## config.mk

```make
export PLATFORM = sky130hd
export DESIGN_NAME = region_reservation_table
export DESIGN_NICKNAME = d
export VERILOG_FILES = /design/src/hdl/rrt_pkg.sv /design/src/hdl/rrt_ctrl.sv /design/src/hdl/rrt_datapath.sv /design/src/hdl/region_reservation_table.sv
export SDC_FILE = /design/constraint.sdc
export NUM_CORES = 2
export LEC_CHECK = 0
export ABC_AREA = 1
export BUFFER_PORTS_ARGS = -buffer_cell sky130_fd_sc_hd__buf_4
export CORE_ASPECT_RATIO = 1.2
export CORE_UTILIZATION = 60
export DETAILED_ROUTE_END_ITERATION = 8
export GPL_ROUTABILITY_DRIVEN = 0
export PLACE_DENSITY = 0.76
export RECOVER_POWER = 50
export SYNTH_ARGS = -nofsm -noshare
export SYNTH_HDL_FRONTEND = slang
export SYNTH_SLANG_ARGS = --single-unit
```

## constraint.sdc

```tcl
create_clock -name clk -period 17.6 [get_ports clk]
set_input_delay 0.88 -clock clk [delete_from_list [all_inputs] [get_ports clk]]
set_output_delay 0.88 -clock clk [all_outputs]
set_load 0.05 [all_outputs]
```

## src/hdl/rrt_pkg.sv

```systemverilog
// shared types and constants of the region reservation table
// no dependencies
`timescale 1ns / 1ps
`default_nettype none

package rrt_pkg;

	localparam int ENTRIES      = 16;
	localparam int HEADER_BYTES = 32;
	localparam int IDX_W        = (ENTRIES > 1) ? $clog2(ENTRIES) : 1;

	localparam int ADDR_W  = 32;
	localparam int LEN_W   = 31;
	localparam int OWNER_W = 16;
	// span end without wrap: start + header + length
	localparam int SPAN_W  = ADDR_W + 2;

	localparam logic KIND_RESERVE = 1'b0;
	localparam logic KIND_RELEASE = 1'b1;

	typedef enum logic [1:0] {
		STAT_DONE      = 2'd0,
		STAT_OVERLAP   = 2'd1,
		STAT_NOT_FOUND = 2'd2,
		STAT_FULL      = 2'd3
	} rrt_status_t;

	typedef enum logic [1:0] {
		ST_IDLE,
		ST_SCAN,
		ST_LAST,
		ST_COMMIT
	} rrt_state_t;

	typedef struct packed {
		logic [ADDR_W-1:0]  start;
		logic [LEN_W-1:0]   length;
		logic [OWNER_W-1:0] owner;
	} rrt_entry_t;

	typedef struct packed {
		logic             load;
		logic             rd_en;
		logic [IDX_W-1:0] rd_idx;
		logic             commit;
	} rrt_cmd_t;

	typedef struct packed {
		logic out_busy;
	} rrt_stat_t;

endpackage

`default_nettype wire

```

## src/hdl/rrt_ctrl.sv

```systemverilog
// controller: sequences accept, table scan and commit of one request
// depends on rrt_pkg
`timescale 1ns / 1ps
`default_nettype none

module rrt_ctrl (
	input  wire logic              clk,
	input  wire logic              arst_n,
	input  wire logic              in_valid,
	output logic                   in_ready,
	input  wire logic              out_ready,
	input  wire rrt_pkg::rrt_stat_t stat,
	output rrt_pkg::rrt_cmd_t      cmd
);
	import rrt_pkg::*;

	localparam logic [IDX_W-1:0] LAST_IDX = IDX_W'(ENTRIES - 1);

	rrt_state_t       state_q;
	rrt_state_t       state_next;
	logic [IDX_W-1:0] idx_q;

	always_ff @(posedge clk or negedge arst_n) begin
		if (!arst_n) begin
			state_q <= ST_IDLE;
			idx_q   <= '0;
		end else begin
			state_q <= state_next;
			if (cmd.load) begin
				idx_q <= '0;
			end else if (cmd.rd_en) begin
				idx_q <= idx_q + 1'b1;
			end
		end
	end

	always_comb begin
		state_next = state_q;
		in_ready   = 1'b0;
		cmd        = '0;
		cmd.rd_idx = idx_q;
		case (state_q)
			ST_IDLE: begin
				in_ready = 1'b1;
				if (in_valid) begin
					cmd.load   = 1'b1;
					state_next = ST_SCAN;
				end
			end
			ST_SCAN: begin
				cmd.rd_en = 1'b1;
				if (idx_q == LAST_IDX) begin
					state_next = ST_LAST;
				end
			end
			// last entry is being compared
			ST_LAST: begin
				state_next = ST_COMMIT;
			end
			ST_COMMIT: begin
				// wait for the result register to free up
				if (!stat.out_busy || out_ready) begin
					cmd.commit = 1'b1;
					state_next = ST_IDLE;
				end
			end
			default: begin
				state_next = ST_IDLE;
			end
		endcase
	end

endmodule

`default_nettype wire

```

## src/hdl/rrt_datapath.sv

```systemverilog
// datapath: request registers, entry memory, valid bits, scan compare and result register
// depends on rrt_pkg
`timescale 1ns / 1ps
`default_nettype none

module rrt_datapath (
	input  wire logic                        clk,
	input  wire logic                        arst_n,
	input  wire rrt_pkg::rrt_cmd_t           cmd,
	output rrt_pkg::rrt_stat_t               stat,
	input  wire logic                        kind,
	input  wire logic [rrt_pkg::ADDR_W-1:0]  start_address,
	input  wire logic [rrt_pkg::LEN_W-1:0]   payload_length,
	input  wire logic [rrt_pkg::OWNER_W-1:0] owner,
	output logic                             out_valid,
	input  wire logic                        out_ready,
	output logic [1:0]                       status
);
	import rrt_pkg::*;

	// request held for the whole scan
	logic               kind_q;
	logic [ADDR_W-1:0]  start_q;
	logic [LEN_W-1:0]   len_q;
	logic [OWNER_W-1:0] owner_q;
	logic [SPAN_W-1:0]  end_q;

	rrt_entry_t       entry_mem [ENTRIES];
	logic [ENTRIES-1:0] valid_q;

	rrt_entry_t       rd_s1;
	logic             rd_vld_s1;
	logic [IDX_W-1:0] idx_s1;

	// scan results
	logic              overlap_q;
	logic              found_q;
	logic [IDX_W-1:0]  slot_q;
	logic [ADDR_W-1:0] pick_start_q;

	logic              out_valid_q;
	rrt_status_t       status_q;

	logic              ent_valid;
	logic [SPAN_W-1:0] ent_end;
	logic              ent_overlap;
	logic              owner_hit;
	rrt_status_t       result;

	assign ent_valid   = valid_q[idx_s1];
	assign ent_end     = SPAN_W'(rd_s1.start) + SPAN_W'(HEADER_BYTES) + SPAN_W'(rd_s1.length);
	assign ent_overlap = (SPAN_W'(start_q) < ent_end) && (SPAN_W'(rd_s1.start) < end_q);
	assign owner_hit   = ent_valid && (rd_s1.owner == owner_q)
		&& (!found_q || (rd_s1.start < pick_start_q));

	always_comb begin
		if (kind_q == KIND_RESERVE) begin
			if (overlap_q) begin
				result = STAT_OVERLAP;
			end else if (!found_q) begin
				result = STAT_FULL;
			end else begin
				result = STAT_DONE;
			end
		end else begin
			result = found_q ? STAT_DONE : STAT_NOT_FOUND;
		end
	end

	// request capture and entry memory
	always_ff @(posedge clk) begin
		if (cmd.load) begin
			kind_q  <= kind;
			start_q <= start_address;
			len_q   <= payload_length;
			owner_q <= owner;
			end_q   <= SPAN_W'(start_address) + SPAN_W'(HEADER_BYTES) + SPAN_W'(payload_length);
		end
		if (cmd.rd_en) begin
			rd_s1 <= entry_mem[cmd.rd_idx];
		end
		if (cmd.commit && (kind_q == KIND_RESERVE) && !overlap_q && found_q) begin
			entry_mem[slot_q] <= '{start: start_q, length: len_q, owner: owner_q};
		end
	end

	always_ff @(posedge clk or negedge arst_n) begin
		if (!arst_n) begin
			valid_q     <= '0;
			rd_vld_s1   <= 1'b0;
			idx_s1      <= '0;
			overlap_q   <= 1'b0;
			found_q     <= 1'b0;
			slot_q      <= '0;
			pick_start_q <= '0;
			out_valid_q <= 1'b0;
			status_q    <= STAT_DONE;
		end else begin
			rd_vld_s1 <= cmd.rd_en;
			idx_s1    <= cmd.rd_idx;

			if (cmd.load) begin
				overlap_q <= 1'b0;
				found_q   <= 1'b0;
			end else if (rd_vld_s1) begin
				if (kind_q == KIND_RESERVE) begin
					if (ent_valid && ent_overlap) begin
						overlap_q <= 1'b1;
					end
					// first free slot in index order
					if (!ent_valid && !found_q) begin
						found_q <= 1'b1;
						slot_q  <= idx_s1;
					end
				end else if (owner_hit) begin
					found_q      <= 1'b1;
					slot_q       <= idx_s1;
					pick_start_q <= rd_s1.start;
				end
			end

			if (cmd.commit) begin
				if (kind_q == KIND_RESERVE) begin
					if (!overlap_q && found_q) begin
						valid_q[slot_q] <= 1'b1;
					end
				end else if (found_q) begin
					valid_q[slot_q] <= 1'b0;
				end
				out_valid_q <= 1'b1;
				status_q    <= result;
			end else if (out_ready) begin
				out_valid_q <= 1'b0;
			end
		end
	end

	assign stat.out_busy = out_valid_q;
	assign out_valid     = out_valid_q;
	assign status        = status_q;

endmodule

`default_nettype wire

```

## src/hdl/region_reservation_table.sv

```systemverilog
// region reservation table: usage
// input channel (in_valid / in_ready) carries kind, start_address, payload_length, owner.
// kind reserve stores the span [start, start + header + length) in the lowest free slot
// unless it overlaps a stored span (status overlap) or no slot is free (status full).
// kind release frees the region of that owner with the lowest start (status not found
// if none). output channel (out_valid / out_ready) carries one status per transaction.
// one request at a time: after acceptance the controller reads the entry memory one
// entry per cycle (ST_SCAN), compares the last entry (ST_LAST), then in ST_COMMIT loads
// the result register once it is free. in_ready returns in the same cycle as out_valid,
// so no new request is accepted until the current one is through.
// the single-port entry memory scan sets the transaction rate.
// a new request is accepted while an earlier result still waits on out_ready; if the
// receiver stalls, the next result is held back until the waiting one is taken.
// reset (arst_n low) empties the table at once and drops any pending result.
// depends on rrt_pkg, rrt_ctrl, rrt_datapath
`timescale 1ns / 1ps
`default_nettype none

module region_reservation_table (
	input  wire logic                        clk,
	input  wire logic                        arst_n,
	input  wire logic                        in_valid,
	output logic                             in_ready,
	input  wire logic                        kind,
	input  wire logic [rrt_pkg::ADDR_W-1:0]  start_address,
	input  wire logic [rrt_pkg::LEN_W-1:0]   payload_length,
	input  wire logic [rrt_pkg::OWNER_W-1:0] owner,
	output logic                             out_valid,
	input  wire logic                        out_ready,
	output logic [1:0]                       status
);
	import rrt_pkg::*;

	rrt_cmd_t  cmd;
	rrt_stat_t stat;

	rrt_ctrl u_ctrl (
		.clk       (clk),
		.arst_n    (arst_n),
		.in_valid  (in_valid),
		.in_ready  (in_ready),
		.out_ready (out_ready),
		.stat      (stat),
		.cmd       (cmd)
	);

	rrt_datapath u_datapath (
		.clk            (clk),
		.arst_n         (arst_n),
		.cmd            (cmd),
		.stat           (stat),
		.kind           (kind),
		.start_address  (start_address),
		.payload_length (payload_length),
		.owner          (owner),
		.out_valid      (out_valid),
		.out_ready      (out_ready),
		.status         (status)
	);

endmodule

`default_nettype wire

```

### Word level (Yosys, flattened, before mapping)

Memory sizes are Yosys's and may differ from the RTL's. A register that Yosys moved wholly into a read port is not among the register bits.
Cells that the tools add are included.
Widths: inputs -> output; s select.

| word-level totals | value |
|---|---|
| register bits after elaboration | 182 |
| bits in writable memories | 1264 |
| input bits | 84 |
| output and inout port bits | 4 |
| word-level logic and storage cells | 114 |
| memories kept | 1 |

| cells by class | value |
|---|---|
| add/subtract/negate cells | 5 |
| magnitude comparators | 6 |
| equal/unequal tests | 12 |
| mux-type cells | 39 |
| bitwise gates (word level) | 5 |
| reduce and logical (&&, ||, !) cells | 30 |

Memories:

| name | words | bits a word | read ports | clocked after Yosys merged registers in | wr ports | line | RTL |
|---|---|---|---|---|---|---|---|
| u_datapath.entry_mem | 16 | 79 | 1 | 1 | 1 | rrt_datapath.sv:28 | `rrt_entry_t entry_mem [ENTRIES];` |

Operators by type and width:

| operator | count |
|---|---|
| $add 34x31->34 | 2 |
| $lt 32x34->1 | 2 |
| $add 32x6->33 const B | 2 |
| $mux 16 | 3 |
| $lt 32x32->1 | 1 |
| $mux 1 | 21 |
| $mux 4 | 5 |
| $and 16x16->16 | 1 |
| $eq 16x16->1 | 1 |
| $not 16->16 | 1 |
| $or 16x16->16 | 1 |
| $mux 2 | 7 |
| $reduce_and 3->1 | 4 |
| $reduce_bool 2->1 | 6 |
| $logic_and 1x1->1 | 10 |
| $lt 4x5->1 const B | 2 |
| $ne 2x2->1 const B | 4 |
| $pmux 2 s4 | 1 |
| $reduce_and 4->1 | 2 |
| $add 4x1->4 const B | 1 |
| $bmux 1 s4 | 1 |
| $demux 1 s4 | 1 |
| $eq 2x2->1 const B | 2 |
| $eq 4x4->1 const B | 1 |
| other kinds (9) | 15 |

### Logic depth before layout (Yosys ltp)

| depth | value |
|---|---|
| depth after elaboration | 9 |
| depth in mapped cells | 33 |
| depth with buffers taken out | 33 |

### By module

Synthesis repeated with hierarchy kept, for this count alone.

| unflattened totals | value |
|---|---|
| cells, all modules | 4875 |
| area, all modules | 65318.9 um^2 |

Modules (own cells, without submodules):

| module | times used | cells an instance | area an instance (um^2) |
|---|---|---|---|
| rrt_datapath | 1 | 4828 | 64946.0 |
| rrt_ctrl | 1 | 47 | 372.9 |

### Least setup slack after synthesis

OpenSTA, ideal clock, no wires.

| timing | value |
|---|---|
| path kind | input -> register |
| start | input out_ready |
| end | memory u_datapath.entry_mem[0][0] in the netlist's numbering (enable) |
| setup time | 0.614 ns |
| arrival | 6.712 ns |
| required time | 16.986 ns |
| setup slack | 10.274 ns |
| stages | 4 |
| path buffers | 0 |
| path through | inv_1 -> nand2_1 -> nand4_1 -> nor3_1 |

| on the way | value |
|---|---|
| cells in the longest elaborated chain, start to end | 8 |

RTL lines:

| what | line | RTL |
|---|---|---|
| from (decl) | region_reservation_table.sv:29 | `input wire logic out_ready,` |
| $logic_or 1x1->1 | rrt_ctrl.sv:62 | `if (!stat.out_busy \|\| out_ready) begin` |
| $mux 1 | rrt_ctrl.sv:62 |  |
| $mux 1 | rrt_ctrl.sv:42 | `case (state_q)` |
| $logic_and 1x1->1 (3 in series) | rrt_datapath.sv:82 | `if (cmd.commit && (kind_q == KIND_RESERVE) && !overlap_q && found_q) begin` |
| $mux 1 | rrt_datapath.sv:82 |  |
| $mux 1 (implied by the code) | rrt_datapath.sv:83 | `entry_mem[slot_q] <= '{start: start_q, length: len_q, owner: owner_q};` |
| to (decl) | rrt_datapath.sv:28 |  |

No other way between the ends.

==> results.md <==
- FF+latch count, synth: 1525
- Worst-margin pin slew: 4.06 ns
- TritonCTS clock tree: done
- Hold-critical path depth: 1
- Placed Cells: 6411
- WP data arrival: 6.35 ns
- Place WS: 12.93 ns
- Initial antenna violation count: 4
- Most frequent cells in the layout: edfxtp_1 (1457), nor2_1 (741), o21ai_0 (724)
- Fmax achieved: 168 MHz
- Routed WL per cell: 25.3 µm
- Maximum fanout along the worst path: 67
- Total GRT Usage: 31.3%
- Total gr overflow: 0
- Nets: 5414
- Hold WC Path Type: input port to flip-flop
- Footprint of the multi-input gates: 0.0169 mm²
- CTS buffer count: 142
- Die area: 0.108 mm²
- Critical path class: flip-flop to flip-flop
- Vias in the first global route: 41600
- Via count: 42900
- Period utilization: 33.9%
- Max-capacitance violation count: 6
- Ys flop type: edfxtp_1
- Post-synthesis cell count: 5127
- Syn Nets: 5382
- I/O pin cnt: 88
- Total routed wirelength: 169 mm
- Top-area cell type share of the netlist area: 68.2%
- Post-synth EDFFs: 1457
- Hold Vio Cnt, Final: 0
- Critical Path RT: 17.98 ns
- Average vias per placed instance: 6.44
- Clk pin slew, worst setup/hold paths: 0.06 ns
- Min Tclk post-route: 5.97 ns
- I/O Buffers: 87
- Layout cells sized above 1: 6.41%
- Clock tree buffer depth: 3
- Fraction of registers with async set/reset: 4.46%
- Max_slew headroom: -172%
- Synthesized area: 0.0642 mm²
- Reg area: 0.0455 mm²
- Non-Filler Instances: 6669
- Final setup viols: 0
- Drt pass-1 iters: 8
- Crit. End Element: flip-flop
- Failing checks: capacitance limit, slew limit
- Post-synth top area cell: edfxtp_1
- H-tree depth: 4
- Total of fill cells in the finished design: 7347
- Worst Slack Setup Final: 11.63 ns
- RSZ-0062 raised after global routing: false
- Area post-placement: 0.0662 mm²
- Worst hold margin: 0.304 ns
- Clk_lat worst skew: 0.78 ns
- Run status: complete, but fails checks
- Residual DRC count: 0
- Final Max Slew Viols: 366
- Synth area leaders: edfxtp_1 (68%), o21ai_0 (5.6%), nor2_1 (4.4%)
- Clock root cell: clkbuf_16
- Core area: 0.106 mm²
- Iteration-0 DRC Markers: 5895
- Syn. warnings: 0
- Die X: 301 µm
- Pin count of the biggest net entering global routing: 247
- DRT antenna net count: 0
- Clk_skew: 0.0276 ns
- Fin area: 0.0705 mm²
- Worst r2r path cells: 5
- Worst ir drop on vdd: 0.155 mV
- CTS Hold Bufs: 0
- Setup Buffers After CTS: 0
- Setup TNS: 0 ns
- Pleak: 24.0 nW
- Hpwl dp: 93.4 mm
- Initial core utilization: 60.4%
- Sink Count: 1525
- Sequential fraction of the synthesis area: 70.8%
- Pwr per Cell Area: 164 mW/mm²
- Library cells used by synthesis: 50
- Rows: 131
- First-pass GRT wire length: 252 mm
- Die H: 360 µm
- Commonest non-fill, non-tap cell in the layout: edfxtp_1
- Layout area overhead: 9.83%
- Syn avg cell area: 12.5 µm²
- CTS resizes: 0
- CP startpoint kind: flip-flop
[final timing paths]
path	startpoint	end	slack, ns
worst max-delay path	u_ctrl.state_q[1]	u_datapath.owner_q[13]	11.63
worst min-delay path	kind	u_datapath.kind_q	0.30
worst max register to register	u_ctrl.state_q[1]	u_datapath.owner_q[13]	11.63
worst min register to register	u_datapath.pick_start_q[15]	u_datapath.pick_start_q[15]	0.47
max in group asynchronous	arst_n	u_ctrl.idx_q[2]	13.35
min in group asynchronous	arst_n	u_datapath.status[0]	1.45
[flip-flops by register name, summed over array words and instances (netlist names), named ones only]
signal,flops
u_datapath.idx_s1,4
u_datapath.out_valid,1
u_datapath.status,2
u_datapath.slot_q,4
u_datapath.owner_q,16
u_ctrl.idx_q,4
u_datapath.pick_start_q,32
u_datapath.entry_mem,1264
u_datapath.rd_s1,79
u_datapath.kind_q,1
u_datapath.len_q,31
u_datapath.rd_vld_s1,1
u_datapath.found_q,1
u_ctrl.state_q,2
u_datapath.start_q,32
u_datapath.overlap_q,1
u_datapath.end_q,34
[layer usage]
| metal | vias to the layer above | part of all wire, % | GRT usage, % | wire (µm) |
|---|---|---|---|---|
| met5 | - | 0.017 | 0 | 29 |
| met4 | 4 | 5.1 | 16.0 | 8670 |
| met3 | 485 | 10 | 5.44 | 17300 |
| met2 | 2590 | 48 | 50.0 | 80700 |
| met1 | 20900 | 37 | 41.5 | 62200 |
| li1 | 18900 | - | - | - |
[through the flow]
stage / power [mW] / utilization [%]
after floorplan: 7.28 / -
after global placement: 8.37 / 62.4
after detailed placement: 8.48 / 62.4
after CTS: 11.5 / 66.6
after global routing: 12.1 / 66.4
final: 11.6 / 66.4
[cells in the mapped netlist, types with 8 or more instances]
library cell,instances
edfxtp_1,1457
nor2_1,748
o21ai_0,724
nand2_1,501
inv_1,234
clkbuf_1,232
o22ai_1,200
nand3_1,197
ha_1,169
a21oi_1,125
o221ai_1,125
dfrtp_1,68
xor2_1,62
o211ai_1,44
xnor2_1,41
nor3_1,34
nand4_1,21
a21o_1,17
buf_2,15
buf_1,13
a31oi_1,8
nor4_1,8
o21a_1,8
[power breakdown]
group          internal [mW]  switching [mW]  total [mW]
registers               4.37           0.358        4.72
clock network           1.69            1.33        3.02
logic                   1.21            2.59        3.80
total                   7.26            4.29        11.6
[worst max-delay path, stage by stage (launching register included)]
cell,delay [ns]
dfrtp_1,0.39
inv_1,0.10
ha_1,0.23
nand2_1,0.19
clkinvlp_2,3.02
buf_4,1.50
[cell type report]
class,instances,area share (%)
flip-flops and latches,1525,64.5
multi-input cells,3100,24.0
clock buffers,179,5.39
well taps,1396,2.48
inverters,238,1.30
repair buffers,152,1.29
clock inverters,78,1.06
diodes,1,0.00355
[kinds of logic after synthesis]
logic type	Yosys count	synth area share [%]
compound gates	1276	11.5
flops	1525	70.8
fa+ha+maj	171	3.36
simple gates	1546	9.91
mux	4	0.0624
xor+xnor	103	1.41
buf+inv	502	3.00
Note: power is estimated with default switching activity, not from simulation.
